### config.mk
export PLATFORM = sky130hd
export DESIGN_NAME = deq_ram
export DESIGN_NICKNAME = d
export VERILOG_FILES = /design/src/hdl/deq_ram.sv
export SDC_FILE = /design/constraint.sdc
export NUM_CORES = 1
export LEC_CHECK = 0
export BUFFER_PORTS_ARGS = -buffer_cell sky130_fd_sc_hd__buf_4
export CAP_MARGIN = 20
export CELL_PAD_IN_SITES_DETAIL_PLACEMENT = 1
export CELL_PAD_IN_SITES_GLOBAL_PLACEMENT = 1
export CORE_AREA = 2 2 103 105
export DETAILED_ROUTE_END_ITERATION = 8
export DIE_AREA = 0 0 105 107
export GPL_ROUTABILITY_DRIVEN = 0
export PLACE_DENSITY = 0.79
export SLEW_MARGIN = 20
export SYNTH_ARGS = -nofsm -noshare
export SYNTH_HDL_FRONTEND = slang
export SYNTH_SLANG_ARGS = --single-unit
### constraint.sdc
create_clock -name i_clk -period 2.1 [get_ports i_clk]
set_clock_uncertainty 0.2 [all_clocks]
set_input_delay 0.105 -clock i_clk [delete_from_list [all_inputs] [get_ports i_clk]]
set_output_delay 0.105 -clock i_clk [all_outputs]
set_load 0.02 [all_outputs]
### src/hdl/deq_ram.sv
// ----------------------------------------------------------------------------
// deq_ram
// Generic single-write, single-read synchronous RAM with registered read.
// ----------------------------------------------------------------------------
module deq_ram #(
    parameter int WIDTH = 8,
    parameter int DEPTH = 16
) (
    input  logic                                   i_clk,
    input  logic                                   i_we,
    input  logic [((DEPTH > 1) ? $clog2(DEPTH) : 1)-1:0] i_waddr,
    input  logic [WIDTH-1:0]                       i_wdata,
    input  logic                                   i_re,
    input  logic [((DEPTH > 1) ? $clog2(DEPTH) : 1)-1:0] i_raddr,
    output logic [WIDTH-1:0]                       o_rdata
);

    logic [WIDTH-1:0] r_mem [DEPTH];
    logic [WIDTH-1:0] r_rdata;

    always_ff @(posedge i_clk) begin
        if (i_we) begin
            r_mem[i_waddr] <= i_wdata;
        end
        if (i_re) begin
            r_rdata <= r_mem[i_raddr];
        end
    end

    assign o_rdata = r_rdata;

endmodule

### After elaboration in Yosys (flattened, before gate mapping)

Memory sizes are Yosys's and may differ from the RTL's. A register that Yosys moved wholly into a read port is not among the register bits.
Index checks and enable logic that the tools add are counted.

* input bits: 19
* logic and storage cells: 3
* output and inout port bits: 8
* bits in writable memories: 128
* memories: 1
* flip-flop bits (word level): 0

Memory list
* r_mem: depth 16, width 8, read ports 1, clocked after memory_dff 1, wr ports 1, RTL line 18 `logic [WIDTH-1:0] r_mem [DEPTH];`

* multiplexer cells: 2

Operator list (number)
* $mux 1: 2

### Longest topological paths before layout

Gate-level depths: netlist of run 1.

* depth after elaboration: 2
* depth in mapped cells: 5

### Least setup slack after synthesis of run 1

OpenSTA, ideal clock, no wires.

* path kind: in2reg
* start: in i_waddr[2] (netlist bit)
* end: mem r_mem[0][0] (enable)
* arrival time: 1.215 ns
* slack: 0.302 ns
* path buffers: 0
* setup time: 0.383 ns
* cell stages on the path: 2
* path through: or3b_2 nor3_1

RTL lines
* from (decl): RTL line 11 `input logic [((DEPTH > 1) ? $clog2(DEPTH) : 1)-1:0] i_waddr,`
* to (decl): RTL line 18

Straight into the memory's write port.

### Final worst setup path of run 1

* start: in i_waddr[3] (netlist bit)
* end: mem r_mem[7][4] (enable)

Straight into the memory's write port.

==> summary.txt, run 1 <==
Timing
  – RSZ-0062 raised after global routing: false
  – Setup Viol. Count Final: 0
  – Fmax: about 500 MHz
  – Final clock period utilization by the worst path: between 90% and 100%
  – Final-layout setup total negative slack: 0 ns
  – Worst slew slack as a fraction of its limit: slightly below 70%
  – Final Hold Fails: 0
  – Min Clock Period, post-route: ~2.0 ns
  – Max-slew violation count: 0
  – Worst-margin pin slew: roughly 0.47 ns

GRT
  – Most crowded layer after global routing: met2
  – GR Layer Usage met3: under 10%
  – Global route overflow: 0
  – Initial antenna violation count: 0
  – Met2 Use GR: about two fifths
  – Largest net degree at the start of global routing: 33
  – Global routing usage summed across all routing layers: about a quarter
  – GRT met1 Usage: just under 30%
  – First-pass GRT wire length: about 18 mm
  – Number of global-route vias before repair: around 2.9k

Die
  – Number of cell rows: 37
  – Area of the die: 11200 um2
  – Standard cell core area: approximately 10000 um2
  – I/O pin total: 27
  – DIE WIDTH: 105 um
  – Initial core utilization: 51.8%
  – Floorplan die height: roughly 110 um

Routing
  – Post-DR vias/cell: between 5 and 6
  – First-pass DRT Iterations: 4
  – Wirelength per Cell: 26.7 um
  – Count of antenna-violating nets left after detailed routing: 0
  – Number of violations reported at the end of detailed-routing iteration 0: about 250
  – Overall via count from detail_route: roughly 2.7k
  – Final wirelength: ~12 mm
  – Number of remaining DRC errors: 0

Clocking
  – Clock buffer depth: 2
  – TritonCTS clock tree: built
  – Skew-Pair Late Insertion Delay: between 0.5 and 0.6 ns
  – Number of buffers inserted to repair setup after CTS: 0
  – Total clock buffers created by CTS: 17
  – Library cell used as clock root buffer: clkbuf_8
  – H-tree levels: 4
  – Count of clock tree sinks: between 100 and 150
  – Clock slew seen by the registers of the worst setup and hold paths: 0.06 ns

Worst setup path
  – Critical Path, Cell by Cell: buf_4, dlygate4sd3_1, nand3b_1, dlygate4sd3_1, nor2_2, buf_4
  – Max stage delay on crit path: between 0.6 and 0.7 ns
  – Critical path launch point type: primary input
  – Kind of critical path: primary input to flop
  – Endpoint class of the critical path: flop
  – Required time reported for the critical path endpoint: 2.13 ns
  – Cell at the slowest stage of the critical path: dlygate4sd3_1
  – Endpoint arrival time on the critical path: 2.03 ns
  – Register-to-Register Path Depth: 3
  – Maximum fanout along the worst path: 5

Cells and area
  – Number of diodes: 0
  – Filler cells: 880
  – Share of cells above drive strength 1: slightly below 30%
  – Final Net Count: approximately 320
  – P&R area growth vs syn: 22.5%

Synthesis
  – Gate count of the mapped netlist: roughly 230
  – Post-Synthesis Net Count: roughly 250
  – Yosys warnings: 0
  – Post-synthesis mux area share: between 10% and 20%
  – Dominant combinational cell family by area after synthesis: multiplexers
  – Basic-gate share of the synthesized area counting and, or, nand and nor cells: under 10%
  – Synthesized-area fraction occupied by adder cells: 0%
  – Fraction of the yosys area taken by sequential cells: about four fifths
  – Number of distinct standard cells referenced by the synthesized netlist: 18
  – Total standard cell area after synthesis: ~5200 um2
  – Synthesized-area fraction occupied by xor and xnor cells: 0%
  – Number of storage elements in the synthesis netlist: between 100 and 150
  – Fraction of the mapped netlist area in compound gates: approximately 2.3%
  – Average instance area after synthesis: roughly 23 um2

Worst hold path
  – Hold depth: 4
  – Class of the tightest hold or removal check: primary input to flop

Power
  – Power density normalized to cell area: between 900 and 1000 nW/um2
  – Tot Pwr: around 6.4 mW
  – Peak supply drop: around 0.00053 V
  – Leak pwr: 2.19 nW

Flow run
  – Max Cap Viol: 0

Placement
  – Number of buffers inserted by port buffering: 26
  – Sum of net half-perimeters after detailed placement: around 7 mm

Status
  – Status: finished clean
-- registers in the layout, summed over array words and instances (netlist names) --
name and flops:
o_rdata 8, r_mem 128
-- Yosys cell counts --
cell / number / area, um2
a22oi_1: 16 / 120
and2_1: 1 / 6.26
and2b_1: 1 / 7.51
buf_2: 3 / 15.0
buf_4: 1 / 7.51
buf_6: 3 / 33.8
clkdlybuf4s25_2: 3 / 30.0
edfxtp_1: 136 / 4080
mux4_1: 14 / 368
mux4_2: 18 / 405
nand2_1: 9 / 33.8
nand2b_1: 2 / 12.5
nand3_1: 1 / 5.00
nand3b_1: 2 / 15.0
nor2_1: 13 / 48.8
nor2b_1: 1 / 6.26
nor3_1: 4 / 20.0
or3b_2: 1 / 8.76
-- area by class of cell --
cell class	count	area (um2)	share of cell area (%)
clock buffer	21	429	6.70
clock inverter	11	154	2.40
multi-input combinational	83	1060	16.5
sequential	136	4080	63.8
tap	136	170	2.66
timing repair buffer	61	508	7.93
-- where the power goes --
| group | switching [mW] | leakage, nW | internal (mW) |
|---|---|---|---|
| registers | 0.0188 | 1.24 | 3.06 |
| clock network | 1.04 | 0.282 | 1.91 |
| logic | 0.190 | 0.669 | 0.153 |
| total | 1.25 | 2.19 | 5.12 |
-- per-stage QoR --
stage | hold slack [ns] | instances | worst slack (ns) | cell area (um2) | utilization, %
final | 0.0656 | 448 | 0.0937 | 6400 | 63.5
after global routing | 0.0466 | 448 | 0.0642 | 6400 | 63.5
after CTS | 0.0150 | 448 | 0.0367 | 6400 | 63.4
after detailed placement | 0.216 | 401 | 0.207 | 5670 | 56.2
after global placement | 0.202 | 401 | 0.284 | 5670 | 56.2
after floorplan | 0.00387 | 229 | 0.302 | 5230 | -
-- path summary, 6_finish.rpt --
kind	from	slack (ns)	endpoint
max reg2reg	r_mem[1][5]	0.27	o_rdata[5]
min reg2reg	r_mem[13][6]	0.56	o_rdata[6]
min	i_waddr[3]	0.07	r_mem[3][2]
max	i_waddr[3]	0.09	r_mem[7][4]
-- critical path: cells and delay by family --
family                 cells  cell delay (ns)
buffers and inverters      4             1.48
AND/OR/NAND/NOR            2             0.44
-- cells in the final DEF (no fill, tap or decap), types with 4 or more instances in the layout --
cell	synthesis	final
a22oi_1	16	16
nor3_1	4	4
edfxtp_1	136	136
mux4_2	18	18
mux4_1	14	14
buf_4	1	45
clkbuf_16	0	16
nor2_1	13	12
bufinv_16	0	4
clkbuf_1	0	4
dlygate4sd3_1	0	15
nand2_1	9	9
-- cells by family after synthesis --
kind of cell           count (synthesis)
AO/OA/AOI/OAI                         16
AND/OR/NAND/NOR                       35
flip-flops                           136
buffers and inverters                 10
multiplexers                          32
-- per-layer routing --
metal	vias to the layer above	part of all wire, %
li1	1119	-
met1	1393	40
met2	129	52
met3	14	7.5
met4	0	1.3
met5	-	0
-- what timing repair did --
action	CTS	global route
hold buffers	15	0
setup endpoints to repair	0	5
gates resized for setup	0	1
endpoints found under the hold margin	171	0
Power figures use the tool's default switching activity.
==> inputs of run 2 (changes only) <==
Settings changed: ABC_AREA set to 1, CORE_AREA 2 2 103 105 to 2 2 113 115, DIE_AREA 0 0 105 107 to 0 0 115 117, PLACE_DENSITY 0.79 to 0.81.
==> summary.txt, run 2 <==
Power
  – Power density normalized to cell area: 892 nW/um2
  – Fraction of power consumed by the clock network: about 42%
  – Cell internal pwr: approximately 4.8 mW
  – Combinational Power Share: around 7.0%
  – Leak pwr: about 2.9 nW
  – Switching power: around 1.3 mW
  – Peak supply drop: 0.000654 V
  – Part of the total power dissipated in sequential elements: 50.6%
  – Tot Pwr: 6.09 mW
  – Net Sw Frac: between 20% and 30%

Clocking
  – TritonCTS clock tree: built
  – Clock buffer depth: 2
  – H-tree levels: 4
  – Total clock buffers created by CTS: 17
  – Clock slew seen by the registers of the worst setup and hold paths: 0.05 ns
  – Library cell used as clock root buffer: clkbuf_16
  – Count of instances resized after the clock tree is built: 0
  – Skew-Pair Late Insertion Delay: roughly 0.42 ns
  – Count of clock tree sinks: roughly 140

Die
  – Standard cell core area: 12300 um2
  – I/O pin total: 27
  – Number of cell rows: 41
  – Floorplan die height: around 120 um
  – Initial core utilization: a little under half
  – Area of the die: around 13000 um2
  – DIE WIDTH: between 100 and 150 um

Synthesis
  – Total standard cell area after synthesis: between 5000 and 6000 um2
  – Average instance area after synthesis: about 11 um2
  – Cell taking the most area after synthesis: edfxtp_1
  – List of most frequent post-synthesis cells: 173 x nand2_1, 136 x edfxtp_1, 100 x inv_1
  – Post-synth top flop: edfxtp_1
  – Count of flip-flops with a built-in enable after synthesis: about 140
  – Gate count of the mapped netlist: approximately 550
  – Post-Synthesis Net Count: 570
  – Cells taking the most area after synthesis: edfxtp_1 70%, nand2_1 11%, nand3_1 8.3%, inv_1 6.4%, buf_6 1.2%
  – Number of storage elements in the synthesis netlist: roughly 140
  – Fraction of the yosys area taken by sequential cells: around 70%
  – Dominant cell by count in the synthesized netlist: nand2_1
  – Share of Yosys cell area claimed by the top area cell type: between 60% and 70%
  – Number of distinct standard cells referenced by the synthesized netlist: 11
  – Fraction of synthesis flops using an asynchronous set or reset pin: 0%
  – Yosys warnings: 0

Cells and area
  – P&R area growth vs syn: 16.8%
  – Flip-flop count of the largest register after layout: ~130
  – Number of diodes: 0
  – Final instance count without filler cells: 762
  – Share of cells above drive strength 1: a little over a tenth
  – Filler cells: roughly 1.3k
  – Largest register by flop count: r_mem
  – Commonest non-fill, non-tap cell in the layout: nand2_1
  – Most used cells in the layout excluding fill and tap cells: 173 x nand2_1, 136 x edfxtp_1, 100 x inv_1
  – Final Net Count: 621

Routing
  – Number of violations reported at the end of detailed-routing iteration 0: ~280
  – Post-DR vias/cell: approximately 5.3
  – Final wirelength: 15.1 mm
  – Count of antenna-violating nets left after detailed routing: 0
  – Overall via count from detail_route: 4076
  – First-pass DRT Iterations: 4
  – Number of remaining DRC errors: 0
  – Wirelength per Cell: between 15 and 20 um

GRT
  – Number of global-route vias before repair: around 4.4k
  – Global route overflow: 0
  – Largest net degree at the start of global routing: 65
  – First-pass GRT wire length: roughly 24 mm
  – Global routing usage summed across all routing layers: between 20% and 30%
  – Initial antenna violation count: 0

Worst setup path
  – Kind of critical path: primary input to flop
  – Required time reported for the critical path endpoint: between 2 and 2.5 ns
  – Critical path launch point type: primary input
  – Endpoint class of the critical path: flop
  – Endpoint arrival time on the critical path: roughly 1.8 ns
  – Reg2Reg Setup Slack: 0.68 ns
  – Maximum fanout along the worst path: 17

Timing
  – RSZ-0062 raised after global routing: false
  – Min Clock Period, post-route: 1.82 ns
  – Final Hold Fails: 0
  – Final clock period utilization by the worst path: 86.6%
  – Final hold slack: between 0.1 and 0.15 ns
  – Final worst-path setup slack: around 0.28 ns
  – Worst slew slack as a fraction of its limit: 53.6%
  – Final-layout setup total negative slack: 0 ns
  – Fmax: ~550 MHz
  – Setup Viol. Count Final: 0
  – Max-slew violation count: 0
  – Worst-margin pin slew: around 0.69 ns

Placement
  – Number of buffers inserted by port buffering: 26
  – Placed cell count: around 720
  – Sum of net half-perimeters after detailed placement: between 9 and 10 mm
  – Pre-CTS setup slack: between 0.4 and 0.5 ns

Worst hold path
  – Class of the tightest hold or removal check: primary input to flop

Flow run
  – Max Cap Viol: 0

Status
  – Status: finished clean
## run 2: power groups by stage
stage               logic [mW]  registers (mW)  clock network, mW
floorplan                0.214            3.15                  0
global placement         0.391            3.13                  0
detailed placement       0.406            3.13                  0
CTS                      0.427            3.08               2.63
global route             0.469            3.08               2.73
finish                   0.423            3.08               2.58
## run 2: logic make-up after synthesis
family / synth area share, %
AND/OR/NAND/NOR: 20.8
flip-flops: 69.8
buffers and inverters: 9.39
## run 2: stage by stage
stage,utilization [%],area [um2]
after global placement,50.5,6220
final,55.4,6830
after global routing,55.4,6830
after CTS,55.4,6830
after detailed placement,50.5,6220
after floorplan,-,5850
## run 2: metal layers
layer	GRT usage [%]	vias up	share of wire (%)
li1	-	1878	-
met1	29.5	2044	40
met2	43.2	125	52
met3	4.94	29	5.2
met4	10.9	0	2.4
met5	0	-	0
## run 2: what timing repair did
item / in CTS / in global routing
setup endpoints to repair: 0 / 0
setup buffers: 0 / 0
hold buffers: 11 / 0
endpoints found under the hold margin: 144 / 0
## run 2: worst paths after layout
check | startpoint | to | cells past startpoint
setup reg to reg | r_mem[0][3] | o_rdata[3] | 6
hold reg to reg | r_mem[12][1] | o_rdata[1] | 6
setup / recovery | i_raddr[2] | o_rdata[3] | 6
hold / removal | i_waddr[1] | r_mem[11][0] | 3
## run 2: cell type report
type,count,area [um2],share of cell area [%]
well taps,150,188,2.75
clock buffers,20,437,6.40
inverters,102,383,5.61
flip-flops and latches,136,4080,59.8
multi-input cells,289,1210,17.8
clock inverters,9,61.3,0.898
repair buffers,56,460,6.74
## run 2: worst max-delay path, stage by stage
cell           delay, ns
dlygate4sd3_1       0.55
buf_4               0.21
inv_1               0.45
nand3_1             0.21
nand3_1             0.17
nand2_1             0.07
==> inputs of run 3 (changes only) <==
Settings changed: CORE_AREA 2 2 113 115 to 2 2 110 112, DIE_AREA 0 0 115 117 to 0 0 112 114, PLACE_DENSITY 0.81 to 0.85.
Clock period 2.1 ns to 2.2 ns, I/O delays scaled along.
==> summary.txt, run 3 (same netlist as run 2, synthesis figures left out) <==
Clocking
  – Skew-Pair Late Insertion Delay: 0.42 ns
  – Count of clock tree sinks: 136
  – Number of buffers inserted to repair setup after CTS: 0
  – Clock slew seen by the registers of the worst setup and hold paths: about 0.060 ns
  – Library cell used as clock root buffer: clkbuf_16
  – Clock buffer depth: 2
  – H-tree levels: 4
  – Hold bufs inserted after CTS: 10
  – TritonCTS clock tree: built
  – Total clock buffers created by CTS: 17
  – Count of instances resized after the clock tree is built: 0

Routing
  – Number of violations reported at the end of detailed-routing iteration 0: around 400
  – Post-DR vias/cell: roughly 5.6
  – Detailed-routed wire length on met2: 8.34 mm
  – Count of antenna-violating nets left after detailed routing: 0
  – Met3 wire length: between 800 and 900 um
  – Overall via count from detail_route: 4223
  – Wirelength per Cell: between 20 and 25 um
  – Number of remaining DRC errors: 0
  – Highest routed metal layer: met4
  – First-pass DRT Iterations: 5
  – Met1 layer wirelength in the final routing: ~6.7 mm
  – Final wirelength: 16.5 mm

Die
  – Initial core utilization: 49.9%
  – Floorplan die height: ~110 um
  – Area of the die: between 10000 and 15000 um2
  – Standard cell core area: 11700 um2
  – I/O pin total: 27
  – Number of cell rows: 40
  – DIE WIDTH: ~110 um

Flow run
  – Max Cap Viol: 0

GRT
  – Global routing usage summed across all routing layers: a little over a quarter
  – Global route overflow: 0
  – Number of global-route vias before repair: ~4.7k
  – Initial antenna violation count: 0
  – Largest net degree at the start of global routing: 37
  – First-pass GRT wire length: between 20 and 30 mm

Cells and area
  – Most used cells in the layout excluding fill and tap cells: 173 x nand2_1, 136 x edfxtp_1, 100 x inv_1
  – Final Net Count: between 600 and 700
  – Final instance count without filler cells: between 700 and 800
  – Share of cells above drive strength 1: ~12%
  – Filler cells: 1244
  – Number of diodes: 0
  – Largest register by flop count: r_mem
  – Flip-flop count of the largest register after layout: ~130
  – Fraction of the core area covered by cells at the end of the flow: 58.6%
  – Commonest non-fill, non-tap cell in the layout: nand2_1
  – P&R area growth vs syn: 17.3%
  – Combined flip-flop and latch cell area: 4080 um2
  – Area taken by multi-input logic gates: 1210 um2

Status
  – Status: finished clean

Timing
  – Fmax: 680 MHz
  – Final Hold Fails: 0
  – Worst slew slack as a fraction of its limit: 55.6%
  – Min Clock Period, post-route: approximately 1.5 ns
  – Final clock period utilization by the worst path: about 67%
  – Setup Viol. Count Final: 0
  – Max-slew violation count: 0
  – Worst-margin pin slew: between 0.6 and 0.7 ns
  – Final-layout setup total negative slack: 0 ns
  – RSZ-0062 raised after global routing: false

Placement
  – Sum of net half-perimeters after detailed placement: ~9.7 mm
  – Number of buffers inserted by port buffering: 26
  – Placed cell count: slightly above 700

Worst hold path
  – Class of the tightest hold or removal check: primary input to flop

Worst setup path
  – Critical path launch point type: flop
  – Maximum fanout along the worst path: 1
  – Endpoint class of the critical path: flop
  – Endpoint arrival time on the critical path: around 1.4 ns
  – Required time reported for the critical path endpoint: about 2.2 ns
  – Reg2Reg Setup Slack: 0.73 ns
  – Kind of critical path: flop to flop

Power
  – Power density normalized to cell area: ~870 nW/um2
  – Peak supply drop: between 0.0005 and 0.0006 V
  – Leak pwr: slightly below 3 nW
==> run 3: cell types whose count changed in the layout (fill, tap and decap cells not counted), sizes merged <==
cell	before	now
buf	45	48
bufinv	1	2
clkbuf	20	21
clkinv	8	5
dlygate4sd3	11	10
==> run 3: path summary, 6_finish.rpt <==
kind | start | to | depth (start not counted)
worst max-delay path | r_mem[9][1] | o_rdata[1] | 6
worst min-delay path | i_raddr[2] | o_rdata[4] | 4
worst max register to register | r_mem[9][1] | o_rdata[1] | 6
worst min register to register | r_mem[14][4] | o_rdata[4] | 6
==> run 3: area by class of cell <==
type	instances	area share [%]
sequential	136	59.5
tap	147	2.68
timing repair buffer	58	6.90
inverter	102	5.58
multi-input combinational	289	17.7
clock inverter	7	1.19
clock buffer	21	6.42
==> run 3: through the flow <==
| stage | hold slack [ns] | area, um2 | power (mW) | setup slack (ns) |
|---|---|---|---|---|
| 3_3_place_gp | 0.211 | 6240 | 3.35 | 0.652 |
| 6_report | 0.0491 | 6860 | 5.98 | 0.729 |
| 2_1_floorplan | 0.00887 | 5850 | 3.21 | 0.939 |
| 5_1_grt | 0.0898 | 6860 | 6.13 | 0.635 |
| 4_1_cts | 0.0382 | 6860 | 5.98 | 0.762 |
| 3_5_place_dp | 0.227 | 6240 | 3.38 | 0.597 |
==> run 3: metal layers <==
| metal | vias to the layer above | GRT usage (%) |
|---|---|---|
| met1 | 2094 | 33.5 |
| met2 | 189 | 47.3 |
| met5 | - | 0 |
| met3 | 55 | 4.99 |
| met4 | 0 | 12.4 |
| li1 | 1885 | - |
==> run 3: power breakdown <==
part	leakage, nW	total [mW]	switching (mW)	internal [mW]
clock	0.255	2.62	0.997	1.62
combinational	1.48	0.419	0.289	0.130
sequential	1.24	2.94	0.0204	2.92
total	2.97	5.98	1.31	4.67
==> run 3: worst max-delay path, stage by stage (launching register included) <==
cell	delay [ns]
edfxtp_1	0.36
inv_1	0.08
nand2_1	0.07
nand3_1	0.12
nand3_1	0.12
nand3_1	0.18
nand2_1	0.09
