File: config.mk
export PLATFORM = sky130hd
export DESIGN_NAME = deq_ptr
export DESIGN_NICKNAME = d
export VERILOG_FILES = /design/src/hdl/deq_pkg.sv /design/src/hdl/deq_ptr.sv
export SDC_FILE = /design/constraint.sdc
export NUM_CORES = 1
export LEC_CHECK = 0
export ABC_CLOCK_PERIOD_IN_PS = 2910
export BUFFER_PORTS_ARGS = -buffer_cell sky130_fd_sc_hd__buf_2
export CAP_MARGIN = 20
export CORE_MARGIN = 4
export CORE_UTILIZATION = 54
export CTS_CLUSTER_DIAMETER = 40
export DETAILED_ROUTE_END_ITERATION = 7
export PLACE_DENSITY = 0.78
export SKIP_CTS_REPAIR_TIMING = 1
export SYNTH_ARGS = -nofsm -noshare
export SYNTH_HDL_FRONTEND = slang
export SYNTH_SLANG_ARGS = --single-unit
export TNS_END_PERCENT = 5
File: constraint.sdc
create_clock -name i_clk -period 2.91 [get_ports i_clk]
set_input_delay 0.582 -clock i_clk [delete_from_list [all_inputs] [get_ports i_clk]]
set_output_delay 0.582 -clock i_clk [all_outputs]
set_load 0.01 [all_outputs]
File: src/hdl/deq_pkg.sv
// ----------------------------------------------------------------------------
// deq_pkg
// Types, constants and ring pointer helpers shared by the deque block.
// ----------------------------------------------------------------------------
package deq_pkg;

    localparam int DEPTH  = 256;
    localparam int ADDR_W = (DEPTH > 1) ? $clog2(DEPTH) : 1;
    localparam int CNT_W  = $clog2(DEPTH + 1);
    localparam int VAL_W  = 32;
    localparam int TAG_W  = 16;
    localparam int ENT_W  = VAL_W + TAG_W;

    typedef enum logic [1:0] {
        OP_PUSH_BACK  = 2'd0,
        OP_PUSH_FRONT = 2'd1,
        OP_POP_FRONT  = 2'd2,
        OP_POP_BACK   = 2'd3
    } t_op;

    typedef enum logic [1:0] {
        STAT_OK    = 2'd0,
        STAT_FULL  = 2'd1,
        STAT_EMPTY = 2'd2
    } t_status;

    typedef enum logic {
        S_IDLE = 1'b0,
        S_RESP = 1'b1
    } t_state;

    typedef struct packed {
        t_op                      op;
        logic signed [VAL_W-1:0]  push_value;
        logic        [TAG_W-1:0]  push_tag;
    } t_in_item;

    typedef struct packed {
        logic signed [VAL_W-1:0]  popped_value;
        logic signed [VAL_W-1:0]  front_value;
        logic signed [VAL_W-1:0]  back_value;
        logic        [TAG_W-1:0]  front_tag;
        logic        [CNT_W-1:0]  occupancy;
        logic                     empty_flag;
        t_status                  status;
    } t_out_item;

    typedef struct packed {
        logic              wr_en;
        logic [ADDR_W-1:0] wr_addr;
        logic              rd_en;
        logic [ADDR_W-1:0] rd_addr;
        t_status           status;
        logic [CNT_W-1:0]  count_next;
        logic              was_empty;
    } t_ptr_cmd;

    function automatic logic [ADDR_W-1:0] ring_next(input logic [ADDR_W-1:0] p);
        logic [ADDR_W-1:0] r;
        if (p == ADDR_W'(DEPTH - 1)) begin
            r = '0;
        end else begin
            r = p + ADDR_W'(1);
        end
        return r;
    endfunction

    function automatic logic [ADDR_W-1:0] ring_prev(input logic [ADDR_W-1:0] p);
        logic [ADDR_W-1:0] r;
        if (p == '0) begin
            r = ADDR_W'(DEPTH - 1);
        end else begin
            r = p - ADDR_W'(1);
        end
        return r;
    endfunction

endpackage

File: src/hdl/deq_ptr.sv
// ----------------------------------------------------------------------------
// deq_ptr
// Head, tail and count registers of the ring, with the memory access and
// status that each request causes.
// ----------------------------------------------------------------------------
module deq_ptr
    import deq_pkg::*;
(
    input  logic     i_clk,
    input  logic     i_rst_n,
    input  logic     i_accept,
    input  t_op      i_op,
    output t_ptr_cmd o_cmd
);

    logic [ADDR_W-1:0] r_head, n_head;
    logic [ADDR_W-1:0] r_tail, n_tail;
    logic [CNT_W-1:0]  r_count;
    logic              full;
    logic              empty;
    logic [ADDR_W-1:0] head_prev;
    logic [ADDR_W-1:0] head_next;
    logic [ADDR_W-1:0] tail_prev;

    assign full      = (r_count == CNT_W'(DEPTH));
    assign empty     = (r_count == '0);
    assign head_prev = ring_prev(r_head);
    assign head_next = ring_next(r_head);
    assign tail_prev = ring_prev(r_tail);

    always_comb begin
        n_head           = r_head;
        n_tail           = r_tail;
        o_cmd.wr_en      = 1'b0;
        o_cmd.wr_addr    = r_tail;
        o_cmd.rd_en      = 1'b0;
        o_cmd.rd_addr    = head_next;
        o_cmd.status     = STAT_OK;
        o_cmd.count_next = r_count;
        o_cmd.was_empty  = empty;
        case (i_op)
            OP_PUSH_BACK: begin
                if (full) begin
                    o_cmd.status = STAT_FULL;
                end else begin
                    o_cmd.wr_en      = 1'b1;
                    o_cmd.wr_addr    = r_tail;
                    n_tail           = ring_next(r_tail);
                    o_cmd.count_next = r_count + CNT_W'(1);
                end
            end
            OP_PUSH_FRONT: begin
                if (full) begin
                    o_cmd.status = STAT_FULL;
                end else begin
                    o_cmd.wr_en      = 1'b1;
                    o_cmd.wr_addr    = head_prev;
                    n_head           = head_prev;
                    o_cmd.count_next = r_count + CNT_W'(1);
                end
            end
            OP_POP_FRONT: begin
                if (empty) begin
                    o_cmd.status = STAT_EMPTY;
                end else begin
                    n_head           = head_next;
                    o_cmd.rd_addr    = head_next;
                    o_cmd.count_next = r_count - CNT_W'(1);
                    o_cmd.rd_en      = (r_count != CNT_W'(1));
                end
            end
            OP_POP_BACK: begin
                if (empty) begin
                    o_cmd.status = STAT_EMPTY;
                end else begin
                    n_tail           = tail_prev;
                    o_cmd.rd_addr    = ring_prev(tail_prev);
                    o_cmd.count_next = r_count - CNT_W'(1);
                    o_cmd.rd_en      = (r_count != CNT_W'(1));
                end
            end
            default: begin
                o_cmd.status = STAT_OK;
            end
        endcase
    end

    always_ff @(posedge i_clk) begin
        if (!i_rst_n) begin
            r_head  <= '0;
            r_tail  <= '0;
            r_count <= '0;
        end else if (i_accept) begin
            r_head  <= n_head;
            r_tail  <= n_tail;
            r_count <= o_cmd.count_next;
        end
    end

endmodule
---- After elaboration in Yosys (flattened, before gate mapping) ----
Cells that the tools add are included.
word-level totals
  flip-flop bits (word level) ............. 25
  output and inout port bits .............. 30
cells by class
  add/subtract/negate cells ............... 7
  eq/ne operators ......................... 11
  multiplexer cells ....................... 22
  reductions and logical operators ........ 11
operators by type and width
  kind                                                                     number
  8-bit 2-to-1 mux                                                         9
  9-bit 2-to-1 mux                                                         6
  9-bit one-hot mux with 2 select lines                                    2
  8-bit one-hot mux with 2 select lines                                    2
  8-bit zero test                                                          3
  8-bit by 1-bit subtractor with 8-bit output, second input constant       3
  11-bit one-hot mux with 2 select lines                                   1
  8-bit by 1-bit adder with 8-bit output, second input constant            2
  8-bit equality test, second input constant                               2
  9-bit by 1-bit adder with 9-bit output, second input constant            1
  9-bit equality test, second input constant                               1
  9-bit zero test                                                          1
  9-bit by 1-bit inequality test with 1-bit output, second input constant  1
  9-bit by 1-bit subtractor with 9-bit output, second input constant       1
  2-bit inequality test, second input constant                             4
  4-bit AND reduction                                                      2
  2-bit equality test, second input constant                               2
  2-bit nonzero test                                                       2
  2-bit OR reduction                                                       2
  2-bit by 1-bit equality test with 1-bit output, second input constant    1
  2-bit zero test                                                          1
  2-bit 2-to-1 mux                                                         1
  1-bit 2-to-1 mux                                                         1

---- Longest topological paths before layout ----
Gate-level depths: netlist of the first run.
  depth in word-level cells ............... 6
  depth in mapped cells ................... 9
  mapped depth without buffers ............ 8

---- Least setup slack after synthesis of the first run ----
Ideal clock, no wire load.
  path kind ............................... register to output
  from .................................... register r_tail[0]
  to ...................................... output port o_cmd[16] (netlist bit)
  arrival time ............................ 2.312 ns
  data required time ...................... 2.328 ns
  setup slack ............................. 0.016 ns
  stages on the path, launching flop included .. 10
  path through ............................ dfxtp_1 > clkbuf_1 > inv_1 > ha_1 > clkbuf_1 > xor2_1 > o21bai_1 > a211oi_2 > a31oi_2 > a32oi_1
RTL lines
  item                    RTL line       RTL
  start, declared         deq_ptr.sv:17  logic [ADDR_W-1:0] r_tail, n_tail;
  start signal, assigned  deq_ptr.sv:95  r_tail <= n_tail;
  end, declared           deq_ptr.sv:13  output t_ptr_cmd o_cmd

==> impl_metrics.ini, run 1 <==
[status]
status = complete, but fails checks
violations = negative setup slack

[routing]
vias_per_cell = 6.30
drc = 0
wl_per_cell_microns = 16.6
drt_first_iter_violations = 218
drt-total-wl_microns = 7900
first_pass_iters = 5
vias = 3001
detail-route-antenna-nets = 0

[finish]
final_cell_mix = nor2_1 (41), buf_2 (34), nand2_1 (32)
final_layout_size_suffix_gt1_frac = 0.262
seqCellArea_sq_um = 507
areaGrowthSynthToFinish_pct = 15.7
mostFrequentLayoutCell = nor2_1
finalNetCount = 426
fillCellCount = 423
finalNonFillerCells = 476
multi_input_area_sq_mm = 0.00216
insertedDiodeCount = 0
design_area_sq_mm = 0.00321

[floorplan]
placementRows = 25
die_h_microns = 79.7
start_util = 0.573
die-area_sq_mm = 0.00636
io_pins = 35
die_w_microns = 79.7
core_area_sq_mm = 0.00485

[yosys]
syn-num-nets = 399
synth_flop_cell = dfxtp_1
yosysTopAreaCellShare = 0.180
synthXorXnorAreaFrac = 0.0914
muxShareOfSynthArea = 0.0185
synth-compound-area-share = 0.298
synth-seq-cells = 25
synthArstFlopShare = 0
synth-simple-area-share = 0.282
synth_area_leader_cell = dfxtp_1
synth_cell_types = 67
yosysWarnings = 0
yosysSeqAreaShare = 0.180
netlist_instances = 383
synth-edff-count = 0
synth_top_family_by_area = compound AO/OA/AOI/OAI gates
synthAdderAreaFrac = 0.0495
syn_avg_cell_area_sq_um = 7.25
syn_area_sq_mm = 0.00278
yosys-top-cells-area = dfxtp_1 (18%), xnor2_1 (6.0%), nor2_1 (5.5%)

[placed_design]
placed_area_sq_mm = 0.00299
place_inst = 465
place_hpwl_microns = 5650
numPortBuffers = 34
place.gp.congestion = 0.955
pre_cts_ws_ns = 0.137

[sta]
fin_skew_ns = 0.00436
layout_min_cycle_time_ns = 2.95
rsz0062_at_grt = true
whs_ns = 0.553
postLayoutSetupSlackWorst_ns = -0.0394
max_freq_ghz = 0.339
hold_viol = 0
slew_headroom = 0.607
tightest_slew_ns = 0.589
post-route-period-util = 1.01
slew_viol_final = 0
setup_viol_count_final = 2

[cts]
clock_sinks = 25
cts_buffer_depth = 2
clkTransAtPathRegs_ns = 0.09
cts-htree-levels = 1
numCtsBuffers = 3
cts-root-buf = clkbuf_8
clkLatencyLatePin_ns = 0.27
tritoncts = yes

[setup_path]
r2r_start = r_count[0]
critPathCaptureType = output port
cp-start-kind = register
crit_fanout = 10
cp.required_ns = 2.33
crit_start = r_tail[4]
path_class = reg -> out
r2r_cells = 7
cp.arrival_ns = 2.37

[pwr]
combPwrFrac = 0.663
sequentialPowerShare = 0.239
p_switching_mw = 1.03
ir_drop_mv = 0.469
clkPwrFrac = 0.098
p_int_mw = 1.11
p_sw_frac = 0.481
power_density_mw_per_mm2 = 669
total_leakage_power_nw = 1.30

[flow_run]
maxCapViolCount = 0

[global_routing]
first_global_vias = 2686
grt_start_max_net_pins = 19
grt_overflow = 0
antenna_found_initial = 0
grt_usage = 0.246
grt_pass1_wl_microns = 12700

[min_path]
hold_class = reg -> reg
hold_start = r_head[7]
whs_path_depth = 2
-- layer usage --
layer	track usage	routed length (microns)	vias up
met5	0	0	-
met4	0.0893	180	0
met3	0.0316	575	19
met2	0.404	3730	140
met1	0.328	3410	1403
li1	-	-	1439
-- worst max-delay path, cell delays in order, from the launching register on --
cell      delay [ns]
dfxtp_1         0.65
nand3b_1        0.15
a211o_1         0.38
a211oi_4        0.37
a21oi_2         0.11
o31ai_1         0.26
buf_2           0.18
-- synth_stat cells, drive strengths merged, types with 9 or more instances --
cell     n
nor3    11
inv     16
o21ai   20
dfxtp   25
xnor2   19
ha      11
a211oi  13
nor2    41
a31oi   12
buf      9
clkbuf  26
nand2   32
xor2    10
a21oi   23
nand3   13
-- logic make-up after synthesis --
| kind of cell | count (synthesis) |
|---|---|
| AND/OR/NAND/NOR | 149 |
| AO/OA/AOI/OAI | 113 |
| buffers and inverters | 51 |
| XOR/XNOR | 29 |
| flip-flops | 25 |
| adder cells (fa/ha/maj) | 11 |
| multiplexers | 5 |
-- flip-flops by register name, summed over array words and instances, names as in the netlist --
register and flops:
r_head 8, r_count 9, r_tail 8
-- cell type report --
class / count / area share
Clock buffer: 4 / 0.0140
Inverter: 16 / 0.0202
Multi-Input combinational cell: 307 / 0.673
Sequential cell: 25 / 0.158
Tap cell: 67 / 0.0261
Timing Repair Buffer: 57 / 0.109
-- path summary, 6_finish.rpt --
check | end | slack [ns]
worst max register to register | r_tail[0] | 0.65
worst min register to register | r_head[7] | 0.55
worst max-delay path | o_cmd[18] | -0.04
worst min-delay path | r_head[7] | 0.55
-- power groups by stage --
stage	logic [mW]	clock network, mW	registers (mW)
after detailed placement	1.29	0	0.508
after floorplan	1.03	0	0.444
after global placement	1.28	0	0.505
final	1.42	0.212	0.513
after global routing	1.56	0.233	0.527
after CTS	1.30	0.221	0.501
-- per-stage QoR --
stage / utilization / power [mW] / setup TNS, ns
detailed placement: 0.617 / 1.80 / 0
global placement: 0.617 / 1.78 / 0
CTS: 0.626 / 2.02 / -0.969
floorplan: - / 1.48 / 0
finish: 0.663 / 2.15 / -0.0596
global route: 0.663 / 2.32 / -0.626
Power figures use the tool's default switching activity.
==> run 2: changes to the inputs <==
--- a/config.mk
+++ b/config.mk
@@ -8,6 +8,7 @@
 export ABC_CLOCK_PERIOD_IN_PS = 2910
 export BUFFER_PORTS_ARGS = -buffer_cell sky130_fd_sc_hd__buf_2
 export CAP_MARGIN = 20
+export CORE_ASPECT_RATIO = 1.75
 export CORE_MARGIN = 4
 export CORE_UTILIZATION = 54
 export CTS_CLUSTER_DIAMETER = 40
==> run 2 against run 1 <==
The flow still finishes with violations (negative setup slack). Sequential cell count unchanged. Wire length up 7.2%. Critical endpoint unchanged. Critical path depth is 1 higher. Worst hold slack got worse by 0.035 ns. Cell count down 1.5%. Sequential power hardly changed. Largest cell class unchanged.
==> impl_metrics.ini, run 2 (synthesized netlist as in run 1, its figures left out) <==
[floorplan]
core_area_sq_mm = 0.00498
die_w_microns = 62.2
start_util = 0.558
die_h_microns = 103
placementRows = 34
die-area_sq_mm = 0.00640
io_pins = 35

[routing]
route.met3.wl_microns = 377
drt_first_iter_violations = 208
vias_per_cell = 6.49
wl_met2_microns = 4380
top_layer_used = met4
drc = 0
drt-total-wl_microns = 8460
detail-route-antenna-nets = 0
vias = 3045
wl_met1_microns = 3220
wl_per_cell_microns = 18.0
first_pass_iters = 5

[sta]
fin_skew_ns = 0.0106
tightest_slew_ns = 0.711
slew_headroom = 0.523
hold_viol = 0
setup_viol_count_final = 6
slew_viol_final = 0
layout_min_cycle_time_ns = 3.09
postLayoutSetupSlackWorst_ns = -0.177
whs_ns = 0.519
rsz0062_at_grt = true
max_freq_ghz = 0.324
post-route-period-util = 1.06

[flow_run]
maxCapViolCount = 0

[finish]
largest_registers = r_count (9), r_head (8), r_tail (8)
insertedDiodeCount = 0
top_register = r_count
areaGrowthSynthToFinish_pct = 17.6
final_cell_mix = nor2_1 (41), buf_2 (35), nand2_1 (32)
largest_reg_flops = 9
final_layout_size_suffix_gt1_frac = 0.277
finalNonFillerCells = 469
mostFrequentLayoutCell = nor2_1
finalNetCount = 432

[pwr]
total_leakage_power_nw = 1.34
ir_drop_mv = 0.536
power_density_mw_per_mm2 = 695

[global_routing]
grt_overflow = 0
grt_usage = 0.246
antenna_found_initial = 0
grt_pass1_wl_microns = 13100
grt_start_max_net_pins = 19
first_global_vias = 2804

[setup_path]
critPathCaptureType = output port
slowest_stage = dfxtp_2
cp-start-kind = register
path_class = reg -> out
path_cells = buf_4 > nor4_2 > a21boi_0 > or2_2 > and3_1 > o31ai_1 > buf_2
crit_fanout = 7
max_stage_delay_ns = 0.38
cp.required_ns = 2.33
cp.arrival_ns = 2.51

[placed_design]
place_inst = 455
place.gp.congestion = 0.953
numPortBuffers = 34
place_hpwl_microns = 6210

[min_path]
hold_class = reg -> reg

[cts]
numCtsBuffers = 3
clkTransAtPathRegs_ns = 0.11
cts-htree-levels = 1
cts-root-buf = clkbuf_8
tritoncts = yes
clock_sinks = 25
cts_buffer_depth = 2
clkLatencyLatePin_ns = 0.29

[status]
status = complete, but fails checks
violations = negative setup slack
## run 2: final timing paths
kind,startpoint,endpoint,slack [ns],cells after the start
worst max-delay path,r_tail[5],o_cmd[18],-0.18,7
worst min-delay path,r_tail[0],r_tail[0],0.52,2
worst max register to register,r_count[2],r_tail[7],0.69,5
worst min register to register,r_tail[0],r_tail[0],0.52,2
## run 2: layout make-up
type                       instances  area [sq um]
clock buffer                       3          41.3
inverter                          16          60.1
fill                             434          1710
timing repair buffer              63           418
sequential                        25           508
clock inverter                     1          8.76
tap                               54          67.6
multi-input combinational        307          2160
## run 2: stage by stage
step	worst slack [ns]	setup TNS (ns)	utilization	area (sq um)	total power, mW
after detailed placement	0.129	0	0.604	3010	1.86
after global routing	-0.219	-0.939	0.656	3270	2.42
after CTS	-0.185	-1.74	0.614	3060	2.10
after global placement	0.224	0	0.603	3000	1.83
final	-0.177	-0.295	0.656	3270	2.27
after floorplan	0.0157	0	-	2780	1.48
## run 2: report_power, final
part           switching, mW  internal (mW)
combinational          0.840          0.675
clock                  0.138          0.101
sequential             0.119          0.397
total                   1.10           1.17
## run 2: critical path, delay by kind of cell, from the launching register on
kind | cells | cell delay [ns]
AO/OA/AOI/OAI | 2 | 0.52
buffers and inverters | 2 | 0.38
flip-flops | 1 | 0.38
AND/OR/NAND/NOR | 3 | 0.93
## run 2: metal layers
metal  vias to the layer above  global-route usage
met5                         -                   0
met4                         0               0.140
met3                        38              0.0273
met2                       118               0.454
met1                      1435               0.269
li1                       1454                   -
==> run 3: changes to the inputs <==
--- a/config.mk
+++ b/config.mk
@@ -10,11 +10,10 @@
 export CAP_MARGIN = 20
 export CORE_ASPECT_RATIO = 1.75
 export CORE_MARGIN = 4
-export CORE_UTILIZATION = 54
+export CORE_UTILIZATION = 46
 export CTS_CLUSTER_DIAMETER = 40
 export DETAILED_ROUTE_END_ITERATION = 7
-export PLACE_DENSITY = 0.78
-export SKIP_CTS_REPAIR_TIMING = 1
+export PLACE_DENSITY = 0.68
 export SYNTH_ARGS = -nofsm -noshare
 export SYNTH_HDL_FRONTEND = slang
 export SYNTH_SLANG_ARGS = --single-unit
==> run 3 against run 2 <==
The run still ends with negative setup slack left. Sequential share of layout area is 0.14 points lower. Clock power is 5% lower. First-iteration DRC count is 2.9% lower. Critical path type unchanged.
==> impl_metrics.ini, run 3 (synthesized netlist as in run 1, its figures left out) <==
[finish]
final_layout_size_suffix_gt1_frac = 0.262
top_register = r_count
fillCellCount = 580
largest_reg_flops = 9
insertedDiodeCount = 0
areaGrowthSynthToFinish_pct = 17.8
mostFrequentLayoutCell = nor2_1
final_cell_mix = nor2_1 (41), buf_2 (34), nand2_1 (32)
largest_registers = r_count (9), r_head (8), r_tail (8)
finish.utilization = 0.557
finalNetCount = 429
design_area_sq_mm = 0.00327

[sta]
tightest_slew_ns = 0.604
final.setup.tns_ns = -0.179
setup_viol_count_final = 5
postLayoutSetupSlackWorst_ns = -0.0542
fin_skew_ns = 0.0176
slew_headroom = 0.597
max_freq_ghz = 0.337
slew_viol_final = 0
rsz0062_at_grt = true
hold_viol = 0
whs_ns = 0.534
layout_min_cycle_time_ns = 2.96
post-route-period-util = 1.02

[setup_path]
critPathCaptureType = output port
path_delay_family = compound AO/OA/AOI/OAI gates
cp-start-kind = register
cp.arrival_ns = 2.38
crit_fanout = 5
slowest_stage = or4b_4
critPathBufInv = 2
path_class = reg -> out
cp.required_ns = 2.33
max_stage_delay_ns = 0.53
path_cells = buf_6 > or4b_4 > a21o_1 > a211oi_4 > a31oi_4 > a32oi_1 > buf_2

[cts]
postCtsHoldBufs = 0
cts-htree-levels = 1
cts_buffer_depth = 2
numCtsBuffers = 3
clkTransAtPathRegs_ns = 0.11
tritoncts = yes
clock_sinks = 25
clkLatencyLatePin_ns = 0.28
cts-root-buf = clkbuf_8

[placed_design]
pre_cts_ws_ns = 0.156
numPortBuffers = 34
place_hpwl_microns = 6360
place.gp.congestion = 0.926
placed_area_sq_mm = 0.00305

[status]
status = complete, but fails checks
violations = negative setup slack

[routing]
first_pass_iters = 6
drc = 0
drt_first_iter_violations = 202
vias_per_cell = 6.12
drt-total-wl_microns = 8430
detail-route-antenna-nets = 0
vias = 3001
wl_per_cell_microns = 17.2

[floorplan]
die_w_microns = 66.7
placementRows = 37
core_area_sq_mm = 0.00588
start_util = 0.472
io_pins = 35
die-area_sq_mm = 0.00739
die_h_microns = 111

[min_path]
hold_class = reg -> reg

[global_routing]
grt_overflow = 0
grt_usage = 0.234
antenna_found_initial = 0
grt_pass1_wl_microns = 13800
first_global_vias = 2930
grt_start_max_net_pins = 19

[flow_run]
maxCapViolCount = 0

[pwr]
total_leakage_power_nw = 1.34
ir_drop_mv = 0.362
power_density_mw_per_mm2 = 687
## run 3: worst paths after layout
kind	start	end	slack (ns)	depth (start not counted)
min reg2reg	r_tail[0]	r_tail[0]	0.53	2
max	r_tail[1]	o_cmd[16]	-0.05	7
min	r_tail[0]	r_tail[0]	0.53	2
max reg2reg	r_count[0]	r_tail[2]	0.67	7
## run 3: repair_timing
action | in CTS | in global routing
endpoints found under the setup margin | 11 | 13
pin swaps | 9 | 7
buffers inserted | 5 | 0
gates resized for setup | 24 | 8
## run 3: report_power, final
group	internal (mW)	switching, mW
registers	0.395	0.113
logic	0.674	0.839
clock network	0.101	0.126
total	1.17	1.08
## run 3: tightest hold or removal path, delay by kind of cell, from the launching register on
kind | cells | cell delay (ns)
buf+inv | 1 | 0.10
compound gates | 1 | 0.07
flops | 1 | 0.34
## run 3: area by class of cell
class | count | area (sq um) | area share
sequential | 25 | 504 | 0.154
timing repair buffer | 60 | 385 | 0.118
inverter | 16 | 60.1 | 0.0183
clock inverter | 1 | 8.76 | 0.00268
tap | 78 | 97.6 | 0.0298
clock buffer | 3 | 41.3 | 0.0126
multi-input combinational | 307 | 2180 | 0.665
## run 3: layer usage
layer  global-route usage  routed length (microns)
met3               0.0264                      312
met1                0.254                     3150
met2                0.420                     4460
met4                0.129                      507
met5                    0                        0
## run 3: through the flow
stage	power, mW	cells
2_1_floorplan	1.48	383
3_3_place_gp	1.87	481
3_5_place_dp	1.88	481
4_1_cts	2.20	490
5_1_grt	2.43	490
6_report	2.25	490
